==> src/hdl/bounded_deque_with_search_unit_assert.svh <==
// ----------------------------------------------------------------------------
// Assertion macros for the bounded deque with search
// Concurrent assertion shorthands, clocked on clk and disabled during reset.
// ----------------------------------------------------------------------------
`ifndef BOUNDED_DEQUE_WITH_SEARCH_UNIT_ASSERT_SVH
`define BOUNDED_DEQUE_WITH_SEARCH_UNIT_ASSERT_SVH

// The condition holds at every clock edge out of reset.
`define BDQS_ASSERT_ALWAYS(lbl, cond) \
  lbl: assert property (@(posedge clk) disable iff (!rst_n) (cond)) \
    else $error("bdqs assertion failed");

// The consequent holds in the same cycle as the antecedent.
`define BDQS_ASSERT_IMPL(lbl, ante, cons) \
  lbl: assert property (@(posedge clk) disable iff (!rst_n) (ante) |-> (cons)) \
    else $error("bdqs assertion failed");

// The consequent holds in the cycle after the antecedent.
`define BDQS_ASSERT_NEXT(lbl, ante, cons) \
  lbl: assert property (@(posedge clk) disable iff (!rst_n) (ante) |=> (cons)) \
    else $error("bdqs assertion failed");

`endif

==> src/hdl/bdqs_pkg.sv <==
// ----------------------------------------------------------------------------
// Bounded deque with search package
// Operation and status codes and the transaction payload types.
// ----------------------------------------------------------------------------
package bdqs_pkg;

  localparam int OP_W   = 3;
  localparam int VAL_W  = 32;
  localparam int POS_W  = 6;
  localparam int STAT_W = 2;
  localparam int OCC_W  = 7;

  localparam logic [OP_W-1:0] OP_PUSH_HEAD    = 3'd0;
  localparam logic [OP_W-1:0] OP_PUSH_TAIL    = 3'd1;
  localparam logic [OP_W-1:0] OP_POP_HEAD     = 3'd2;
  localparam logic [OP_W-1:0] OP_POP_TAIL     = 3'd3;
  localparam logic [OP_W-1:0] OP_REMOVE_AT    = 3'd4;
  localparam logic [OP_W-1:0] OP_REMOVE_VALUE = 3'd5;
  localparam logic [OP_W-1:0] OP_CONTAINS     = 3'd6;
  localparam logic [OP_W-1:0] OP_READ_AT      = 3'd7;

  localparam logic [STAT_W-1:0] ST_OK    = 2'd0;
  localparam logic [STAT_W-1:0] ST_EMPTY = 2'd1;
  localparam logic [STAT_W-1:0] ST_FULL  = 2'd2;
  localparam logic [STAT_W-1:0] ST_RANGE = 2'd3;

  typedef struct packed {
    logic [OP_W-1:0]         operation;
    logic signed [VAL_W-1:0] item_value;
    logic [POS_W-1:0]        position;
  } bdqs_in_t;

  typedef struct packed {
    logic signed [VAL_W-1:0] result_value;
    logic                    found;
    logic [STAT_W-1:0]       status;
    logic [OCC_W-1:0]        occupancy;
  } bdqs_out_t;

endpackage

==> src/hdl/bdqs_mem.sv <==
// ----------------------------------------------------------------------------
// Bounded deque entry memory
// Simple dual-port synchronous RAM, one write and one registered read port.
// ----------------------------------------------------------------------------
module bdqs_mem #(
  parameter int DEPTH = 64,
  parameter int AW    = 6
) (
  input  logic                       clk,
  input  logic                       we,
  input  logic [AW-1:0]              waddr,
  input  logic [bdqs_pkg::VAL_W-1:0] wdata,
  input  logic                       re,
  input  logic [AW-1:0]              raddr,
  output logic [bdqs_pkg::VAL_W-1:0] rdata
);
  import bdqs_pkg::*;

  logic [VAL_W-1:0] mem [DEPTH];
  logic [VAL_W-1:0] rdata_r;

  always_ff @(posedge clk) begin
    if (we) begin
      mem[waddr] <= wdata;
    end
  end

  always_ff @(posedge clk) begin
    if (re) begin
      rdata_r <= mem[raddr];
    end
  end

  assign rdata = rdata_r;

endmodule

==> src/hdl/bdqs_ctrl.sv <==
// ----------------------------------------------------------------------------
// Bounded deque sequencer
// Decodes one transaction, walks the ring for searches and closes gaps by
// copying entries down one slot per cycle through the entry memory.
// ----------------------------------------------------------------------------
`include "bounded_deque_with_search_unit_assert.svh"

module bdqs_ctrl #(
  parameter int CAPACITY = 64,
  parameter int AW       = 6
) (
  input  logic                       clk,
  input  logic                       rst_n,
  input  logic                       in_valid,
  output logic                       in_stall,
  input  bdqs_pkg::bdqs_in_t         in_data,
  input  logic                       out_free,
  output logic                       done,
  output bdqs_pkg::bdqs_out_t        res,
  output logic                       mem_we,
  output logic [AW-1:0]              mem_waddr,
  output logic [bdqs_pkg::VAL_W-1:0] mem_wdata,
  output logic                       mem_re,
  output logic [AW-1:0]              mem_raddr,
  input  logic [bdqs_pkg::VAL_W-1:0] mem_rdata
);
  import bdqs_pkg::*;

  localparam int CW   = $clog2(CAPACITY + 1);
  localparam int SW   = CW + 1;
  localparam int CMPW = (CW > POS_W) ? CW : POS_W;

  localparam logic [2:0] S_IDLE   = 3'd0;
  localparam logic [2:0] S_DISP   = 3'd1;
  localparam logic [2:0] S_RDWAIT = 3'd2;
  localparam logic [2:0] S_SEARCH = 3'd3;
  localparam logic [2:0] S_SHIFT  = 3'd4;
  localparam logic [2:0] S_DONE   = 3'd5;

  logic [2:0]        state_r, state_nxt;
  logic [OP_W-1:0]   op_r, op_nxt;
  logic [VAL_W-1:0]  val_r, val_nxt;
  logic [POS_W-1:0]  pos_r, pos_nxt;
  logic [AW-1:0]     head_r, head_nxt;
  logic [CW-1:0]     count_r, count_nxt;
  logic [CW-1:0]     rd_i_r, rd_i_nxt;
  logic [CW-1:0]     wr_i_r, wr_i_nxt;
  logic [CW-1:0]     cmp_i_r, cmp_i_nxt;
  logic              dvalid_r, dvalid_nxt;
  logic              first_r, first_nxt;
  logic [VAL_W-1:0]  res_val_r, res_val_nxt;
  logic              found_r, found_nxt;
  logic [STAT_W-1:0] status_r, status_nxt;

  logic              full;
  logic              empty;
  logic              pos_oob;
  logic [CW-1:0]     pos_idx;
  logic [CW-1:0]     last_i;
  logic [AW-1:0]     head_dec;
  logic [AW-1:0]     head_inc;
  logic              is_push;
  logic              push_ok;

  function automatic logic [AW-1:0] slot_of(input logic [AW-1:0] h, input logic [CW-1:0] x);
    logic [SW-1:0] s;
    s = SW'(h) + SW'(x);
    if (s >= SW'(CAPACITY)) begin
      s = s - SW'(CAPACITY);
    end
    return s[AW-1:0];
  endfunction

  assign full     = (count_r == CW'(CAPACITY));
  assign empty    = (count_r == '0);
  assign pos_oob  = (CMPW'(pos_r) >= CMPW'(count_r));
  assign pos_idx  = CW'(pos_r);
  assign last_i   = count_r - 1'b1;
  assign head_dec = (head_r == '0) ? AW'(CAPACITY - 1) : head_r - 1'b1;
  assign head_inc = (head_r == AW'(CAPACITY - 1)) ? '0 : head_r + 1'b1;
  assign is_push  = (op_r == OP_PUSH_HEAD) || (op_r == OP_PUSH_TAIL);
  assign push_ok  = (state_r == S_DISP) && is_push && !full;

  always_comb begin
    state_nxt   = state_r;
    op_nxt      = op_r;
    val_nxt     = val_r;
    pos_nxt     = pos_r;
    head_nxt    = head_r;
    count_nxt   = count_r;
    rd_i_nxt    = rd_i_r;
    wr_i_nxt    = wr_i_r;
    cmp_i_nxt   = cmp_i_r;
    dvalid_nxt  = dvalid_r;
    first_nxt   = first_r;
    res_val_nxt = res_val_r;
    found_nxt   = found_r;
    status_nxt  = status_r;
    mem_we      = 1'b0;
    mem_waddr   = slot_of(head_r, wr_i_r);
    mem_wdata   = mem_rdata;
    mem_re      = 1'b0;
    mem_raddr   = slot_of(head_r, rd_i_r);
    done        = 1'b0;
    in_stall    = (state_r != S_IDLE);

    unique case (state_r)
      S_IDLE: begin
        if (in_valid) begin
          op_nxt      = in_data.operation;
          val_nxt     = in_data.item_value;
          pos_nxt     = in_data.position;
          res_val_nxt = '0;
          found_nxt   = 1'b0;
          status_nxt  = ST_OK;
          state_nxt   = S_DISP;
        end
      end
      S_DISP: begin
        case (op_r) inside
          OP_PUSH_HEAD, OP_PUSH_TAIL: begin
            state_nxt = S_DONE;
            if (full) begin
              status_nxt = ST_FULL;
            end else begin
              mem_we    = 1'b1;
              mem_wdata = val_r;
              count_nxt = count_r + 1'b1;
              if (op_r == OP_PUSH_HEAD) begin
                head_nxt  = head_dec;
                mem_waddr = head_dec;
              end else begin
                mem_waddr = slot_of(head_r, count_r);
              end
            end
          end
          OP_POP_HEAD, OP_POP_TAIL: begin
            if (empty) begin
              status_nxt = ST_EMPTY;
              state_nxt  = S_DONE;
            end else begin
              mem_re    = 1'b1;
              count_nxt = count_r - 1'b1;
              state_nxt = S_RDWAIT;
              if (op_r == OP_POP_HEAD) begin
                mem_raddr = head_r;
                head_nxt  = head_inc;
              end else begin
                mem_raddr = slot_of(head_r, last_i);
              end
            end
          end
          OP_REMOVE_AT, OP_READ_AT: begin
            if (empty) begin
              status_nxt = ST_EMPTY;
              state_nxt  = S_DONE;
            end else if (pos_oob) begin
              status_nxt = ST_RANGE;
              state_nxt  = S_DONE;
            end else begin
              mem_re    = 1'b1;
              mem_raddr = slot_of(head_r, pos_idx);
              if (op_r == OP_READ_AT) begin
                state_nxt = S_RDWAIT;
              end else begin
                wr_i_nxt   = pos_idx;
                rd_i_nxt   = pos_idx + 1'b1;
                dvalid_nxt = 1'b1;
                first_nxt  = 1'b1;
                state_nxt  = S_SHIFT;
              end
            end
          end
          default: begin
            if (op_r == OP_REMOVE_VALUE && empty) begin
              status_nxt = ST_EMPTY;
              state_nxt  = S_DONE;
            end else begin
              rd_i_nxt   = '0;
              dvalid_nxt = 1'b0;
              state_nxt  = S_SEARCH;
            end
          end
        endcase
      end
      S_RDWAIT: begin
        res_val_nxt = mem_rdata;
        state_nxt   = S_DONE;
      end
      S_SEARCH: begin
        if (dvalid_r && mem_rdata == val_r) begin
          found_nxt  = 1'b1;
          dvalid_nxt = 1'b0;
          if (op_r == OP_REMOVE_VALUE) begin
            res_val_nxt = mem_rdata;
            wr_i_nxt    = cmp_i_r;
            rd_i_nxt    = cmp_i_r + 1'b1;
            first_nxt   = 1'b0;
            state_nxt   = S_SHIFT;
          end else begin
            state_nxt = S_DONE;
          end
        end else if (rd_i_r < count_r) begin
          mem_re     = 1'b1;
          cmp_i_nxt  = rd_i_r;
          rd_i_nxt   = rd_i_r + 1'b1;
          dvalid_nxt = 1'b1;
        end else begin
          state_nxt = S_DONE;
        end
      end
      S_SHIFT: begin
        if (dvalid_r) begin
          if (first_r) begin
            res_val_nxt = mem_rdata;
          end else begin
            mem_we   = 1'b1;
            wr_i_nxt = wr_i_r + 1'b1;
          end
        end
        first_nxt = 1'b0;
        if (rd_i_r < count_r) begin
          mem_re     = 1'b1;
          rd_i_nxt   = rd_i_r + 1'b1;
          dvalid_nxt = 1'b1;
        end else begin
          dvalid_nxt = 1'b0;
          count_nxt  = count_r - 1'b1;
          state_nxt  = S_DONE;
        end
      end
      S_DONE: begin
        if (out_free) begin
          done      = 1'b1;
          state_nxt = S_IDLE;
        end
      end
      default: begin
        state_nxt = S_IDLE;
      end
    endcase
  end

  always_ff @(posedge clk) begin
    if (!rst_n) begin
      state_r  <= S_IDLE;
      head_r   <= '0;
      count_r  <= '0;
      dvalid_r <= 1'b0;
      first_r  <= 1'b0;
    end else begin
      state_r  <= state_nxt;
      head_r   <= head_nxt;
      count_r  <= count_nxt;
      dvalid_r <= dvalid_nxt;
      first_r  <= first_nxt;
    end
  end

  always_ff @(posedge clk) begin
    op_r      <= op_nxt;
    val_r     <= val_nxt;
    pos_r     <= pos_nxt;
    rd_i_r    <= rd_i_nxt;
    wr_i_r    <= wr_i_nxt;
    cmp_i_r   <= cmp_i_nxt;
    res_val_r <= res_val_nxt;
    found_r   <= found_nxt;
    status_r  <= status_nxt;
  end

  assign res.result_value = res_val_r;
  assign res.found        = found_r;
  assign res.status       = status_r;
  assign res.occupancy    = OCC_W'(count_r);

  `BDQS_ASSERT_ALWAYS(a_count_bound, count_r <= CW'(CAPACITY))
  `BDQS_ASSERT_IMPL(a_no_rw_collide, mem_we && mem_re, mem_waddr != mem_raddr)
  `BDQS_ASSERT_IMPL(a_full_only_push, state_r == S_DISP && status_nxt == ST_FULL, is_push)
  `BDQS_ASSERT_NEXT(a_push_grows, push_ok, count_r == CW'($past(count_r) + 1'b1))

endmodule

==> src/hdl/bounded_deque_with_search_unit.sv <==
// A push runs through the dispatch and done states into the result register; a pop or read
// also passes a read wait state. Contains and remove value search with one entry read a cycle,
// and remove value and remove at then copy the later entries down one slot in the shift state.
// One transaction at a time: a new one is taken only once the last has left the done state.
// Reset clears head and count; the entry memory is not cleared and needs no clearing pass.
// ----------------------------------------------------------------------------
// Bounded deque with search unit
// Top level: sequencer, entry memory and the result output register.
// ----------------------------------------------------------------------------
module bounded_deque_with_search_unit #(
  parameter int CAPACITY = 64
) (
  input  logic                clk,
  input  logic                rst_n,
  input  logic                in_valid,
  output logic                in_stall,
  input  bdqs_pkg::bdqs_in_t  in_data,
  output logic                out_valid,
  input  logic                out_stall,
  output bdqs_pkg::bdqs_out_t out_data
);
  import bdqs_pkg::*;

  localparam int AW = $clog2(CAPACITY);

  logic             out_valid_r, out_valid_nxt;
  bdqs_out_t        out_data_r, out_data_nxt;
  logic             out_free;
  logic             done;
  bdqs_out_t        res;
  logic             mem_we;
  logic [AW-1:0]    mem_waddr;
  logic [VAL_W-1:0] mem_wdata;
  logic             mem_re;
  logic [AW-1:0]    mem_raddr;
  logic [VAL_W-1:0] mem_rdata;

  bdqs_ctrl #(
    .CAPACITY (CAPACITY),
    .AW       (AW)
  ) u_ctrl (
    .clk       (clk),
    .rst_n     (rst_n),
    .in_valid  (in_valid),
    .in_stall  (in_stall),
    .in_data   (in_data),
    .out_free  (out_free),
    .done      (done),
    .res       (res),
    .mem_we    (mem_we),
    .mem_waddr (mem_waddr),
    .mem_wdata (mem_wdata),
    .mem_re    (mem_re),
    .mem_raddr (mem_raddr),
    .mem_rdata (mem_rdata)
  );

  bdqs_mem #(
    .DEPTH (CAPACITY),
    .AW    (AW)
  ) u_mem (
    .clk   (clk),
    .we    (mem_we),
    .waddr (mem_waddr),
    .wdata (mem_wdata),
    .re    (mem_re),
    .raddr (mem_raddr),
    .rdata (mem_rdata)
  );

  assign out_free = !out_valid_r || !out_stall;

  always_comb begin
    out_valid_nxt = out_valid_r && out_stall;
    out_data_nxt  = out_data_r;
    if (done) begin
      out_valid_nxt = 1'b1;
      out_data_nxt  = res;
    end
  end

  always_ff @(posedge clk) begin
    if (!rst_n) begin
      out_valid_r <= 1'b0;
    end else begin
      out_valid_r <= out_valid_nxt;
    end
  end

  always_ff @(posedge clk) begin
    out_data_r <= out_data_nxt;
  end

  assign out_valid = out_valid_r;
  assign out_data  = out_data_r;

endmodule
==> config.mk <==
export PLATFORM = sky130hd
export DESIGN_NAME = bounded_deque_with_search_unit
export DESIGN_NICKNAME = d
export VERILOG_FILES = /design/src/hdl/bdqs_pkg.sv /design/src/hdl/bdqs_mem.sv /design/src/hdl/bdqs_ctrl.sv /design/src/hdl/bounded_deque_with_search_unit.sv
export VERILOG_INCLUDE_DIRS = /design/src /design/src/hdl
export SDC_FILE = /design/constraint.sdc
export NUM_CORES = 2
export LEC_CHECK = 0
export BUFFER_PORTS_ARGS = -buffer_cell sky130_fd_sc_hd__buf_4
export CAP_MARGIN = 20
export CORE_ASPECT_RATIO = 2
export CORE_MARGIN = 5
export CORE_UTILIZATION = 30
export CTS_CLUSTER_SIZE = 14
export DETAILED_ROUTE_END_ITERATION = 10
export PLACE_DENSITY = 0.52
export SLEW_MARGIN = 40
export SYNTH_ARGS = -nofsm -noshare
export SYNTH_HDL_FRONTEND = slang
export SYNTH_SLANG_ARGS = --single-unit
==> constraint.sdc <==
create_clock -name clk -period 14.45 [get_ports clk]
set_input_delay 1.445 -clock clk [delete_from_list [all_inputs] [get_ports clk]]
set_output_delay 1.445 -clock clk [all_outputs]
set_load 0.05 [all_outputs]
==> run metrics <==
area leader, netlist=edfxtp_1; ranking of synthesized cells by area=edfxtp_1 74%, nand2_1 5.0%, mux2i_1 3.4%, nand3_1 1.7%, a21oi_1 1.5%; Resize count post-CTS=0; grt total ovfl=0; # IOs=89; outcome=finished, final reports clean; crit path time final=6.916 ns; Final WS setup=7.534 ns; drt wl/cell=30.29 um; Worst Reg-to-Reg Cells=15; First DRT Iteration DRCs=4970; Rows=284; Root Driver=clkbuf_16; synthesized area=0.09009 sq mm; Slew headroom=35.99%; initial antenna violation count=15; Area Overhead vs Synth=13.33%; #FFs+latches synth=2237; Initial DRT Pass Iterations=7; Yosys Warn Count=0; Peak Freq=144.6 MHz; post-synthesis sequential area ratio=74.35%; top_reg_cell synth=edfxtp_1; RSZ-0062 raised after global routing=no; Max Clock Skew=0.04092 ns; # H-tree levels=4; P per Cell Area=235.0 mW/mm^2; cell with the most instances after synthesis=edfxtp_1; Post-CTS Setup Repair Bufs=0; clk slew on worst S/H paths=0.07 ns; synth unique cells=81; largest net degree at the start of global routing=144; post-DP HPWL=191900 um; Die Width=397.5 um; Worst EP arrival=7.51 ns; Leakage=0.03317 uW; post-synthesis cell count=6155; Worst-Margin Slew=0.9602 ns; Worst EP required=15.04 ns; Port Buffers=88; post-synthesis compound-gate area fraction=8.108%; worst hold path type=reg -> reg; Post-Route WL=313200 um; CTS Hold Bufs=0; Synth Area in Adders=0.7500%; Place WS=7.385 ns; Max clock buf depth=4; Max Cap Viol=0; Post-synth top cells=2218 x edfxtp_1, 1207 x nand2_1, 313 x nand3_1; IR drop worst, VDD=0.1892 mV; max-slew violations=0; fill count=28987; Synth async-reset ratio=0%; CP startpoint kind=flip-flop; Remaining DRCs=0; vias in the first global route=55640; die height=785.0 um; crit-path max FO=61; hold path depth=0; first-pass GRT wire length=433900 um; post-synth top area share=73.93%; GR Util All Layers=19.46%; combinational family with the most area after synthesis=simple AND/OR/NAND/NOR gates; DR vias/cell=5.367; CTS tree=built; CP Class=reg -> reg; share of layout cells above drive strength 1=11.48%; net count after synthesis=6251; Mapped Avg Cell Area=14.64 sq um; Finished Layout Cells=10338; GP Congestion=0.8830; Num CTS Buffers=195; crit end category=flip-flop; final worst path period share=47.86%; DIE AREA=0.3120 sq mm; clock latency on the worst-skew pair=0.87 ns; CTS sink cnt=2237; Starting Density=30.11%; total number of vias=55486; Final Hold Fails=0; nets@finish=6339; XOR/XNOR Fraction of Synth Area=0.7875%; antenna viol nets, final=0; Setup TNS Final=0 ns; Synth Area in Simple Gates=9.250%; Core ar.=0.2992 sq mm; mux contribution to synthesized area=4.732%; Setup-failing EPs final=0; dpl cells=10047; Post-synth EDFFs=2218
==> where the power goes <==
part | switching (uW) | internal, uW | leakage, uW | total, uW
sequential | 272 | 8240 | 0.0202 | 8510
clock | 2320 | 2530 | 0.00263 | 4850
combinational | 7880 | 2750 | 0.0104 | 10600
==> metrics by stage <==
stage	power [uW]	util [%]	instance area (sq um)	hold slack (ns)
after floorplan	14420	-	90090	0.4003
after global placement	19030	32.18	96290	0.4047
after detailed placement	19200	32.26	96530	0.4045
after CTS	24030	34.07	101900	0.4168
after global routing	24840	34.12	102100	0.4215
final	23990	34.12	102100	0.4137
==> sequential cells by signal (all words and copies together) (netlist names) <==
signal	cells
u_mem.mem	2048
u_ctrl.rd_i_r	7
u_ctrl.found_r	1
u_ctrl.wr_i_r	6
u_ctrl.status_r	2
u_ctrl.res_val_r	32
out_valid	1
u_ctrl.count_r	7
u_ctrl.dvalid_r	1
u_ctrl.head_r	6
u_mem.rdata	32
u_ctrl.cmp_i_r	7
u_ctrl.val_r	32
u_ctrl.pos_r	6
u_ctrl.first_r	1
u_ctrl.op_r	3
u_ctrl.state_r	3
out_data	42
==> critical path, cell delays in order (launching register included) <==
cell	delay, ns
dfxtp_1	0.55
inv_1	0.16
ha_1	0.28
or4b_4	0.24
or2_0	0.34
nand3_1	0.32
o31a_2	0.40
buf_4	0.33
nand2_4	0.64
buf_4	0.57
buf_6	0.57
buf_4	0.60
mux4_2	0.58
a2111oi_0	0.45
a21oi_1	0.13
a211o_1	0.32
==> cells in the final DEF (no fill, tap or decap), types with 15 or more instances in the layout <==
cell type,count
a2111oi_0,24
a211o_1,22
a211oi_1,97
a21o_1,17
a21oi_1,256
a221oi_1,66
a311oi_1,62
a31oi_1,104
a32oi_1,37
and3_1,101
buf_4,262
clkbuf_1,42
clkbuf_16,199
clkinv_1,15
dfxtp_1,18
edfxtp_1,2218
ha_1,46
inv_1,22
mux2_2,31
mux2i_1,310
mux4_2,35
nand2_1,1192
nand3_1,310
nand4_1,29
nor2_1,55
nor2_4,71
nor2b_1,39
nor3_1,32
nor4_1,16
o2111ai_1,24
o21ai_0,109
o22ai_1,62
o2bb2ai_1,50
o41ai_1,20
xnor2_1,55
xor2_1,26
==> layer usage <==
layer | wire [um] | GRT usage, % | vias to the layer above
met4 | 24410 | 13.02 | 10
li1 | - | - | 23728
met3 | 17730 | 2.623 | 795
met1 | 102500 | 19.73 | 28673
met5 | 71 | 0 | -
met2 | 168500 | 36.81 | 2280
==> cell type report <==
class	instances	area [sq um]	share of cell area, %
diodes	10	25.02	0.02451
clock buffers	242	5151	5.046
clock inverters	36	265.3	0.2598
inverters	23	86.33	0.08456
multi-input cells	3499	22230	21.77
flip-flops and latches	2237	66990	65.61
well taps	4004	5010	4.907
repair buffers	287	2340	2.292
==> kinds of logic (layout without fill, tap and decap cells) <==
kind of cell    count (synthesis)  count (layout)
compound gates               1062            1062
simple gates                 1927            1927
other cells                     0              10
fa+ha+maj                      51              51
buf+inv                       419             588
xor+xnor                       81              81
mux                           378             378
flops                        2237            2237
==> final timing paths <==
path / start / end / slack (ns)
max: u_ctrl.count_r[0] / u_mem.rdata[14] / 7.53
min: u_ctrl.res_val_r[8] / out_data[18] / 0.41
min reg2reg: u_ctrl.res_val_r[8] / out_data[18] / 0.41
max reg2reg: u_ctrl.count_r[0] / u_mem.rdata[14] / 7.53
No activity file was read; power rests on OpenSTA's default activity.
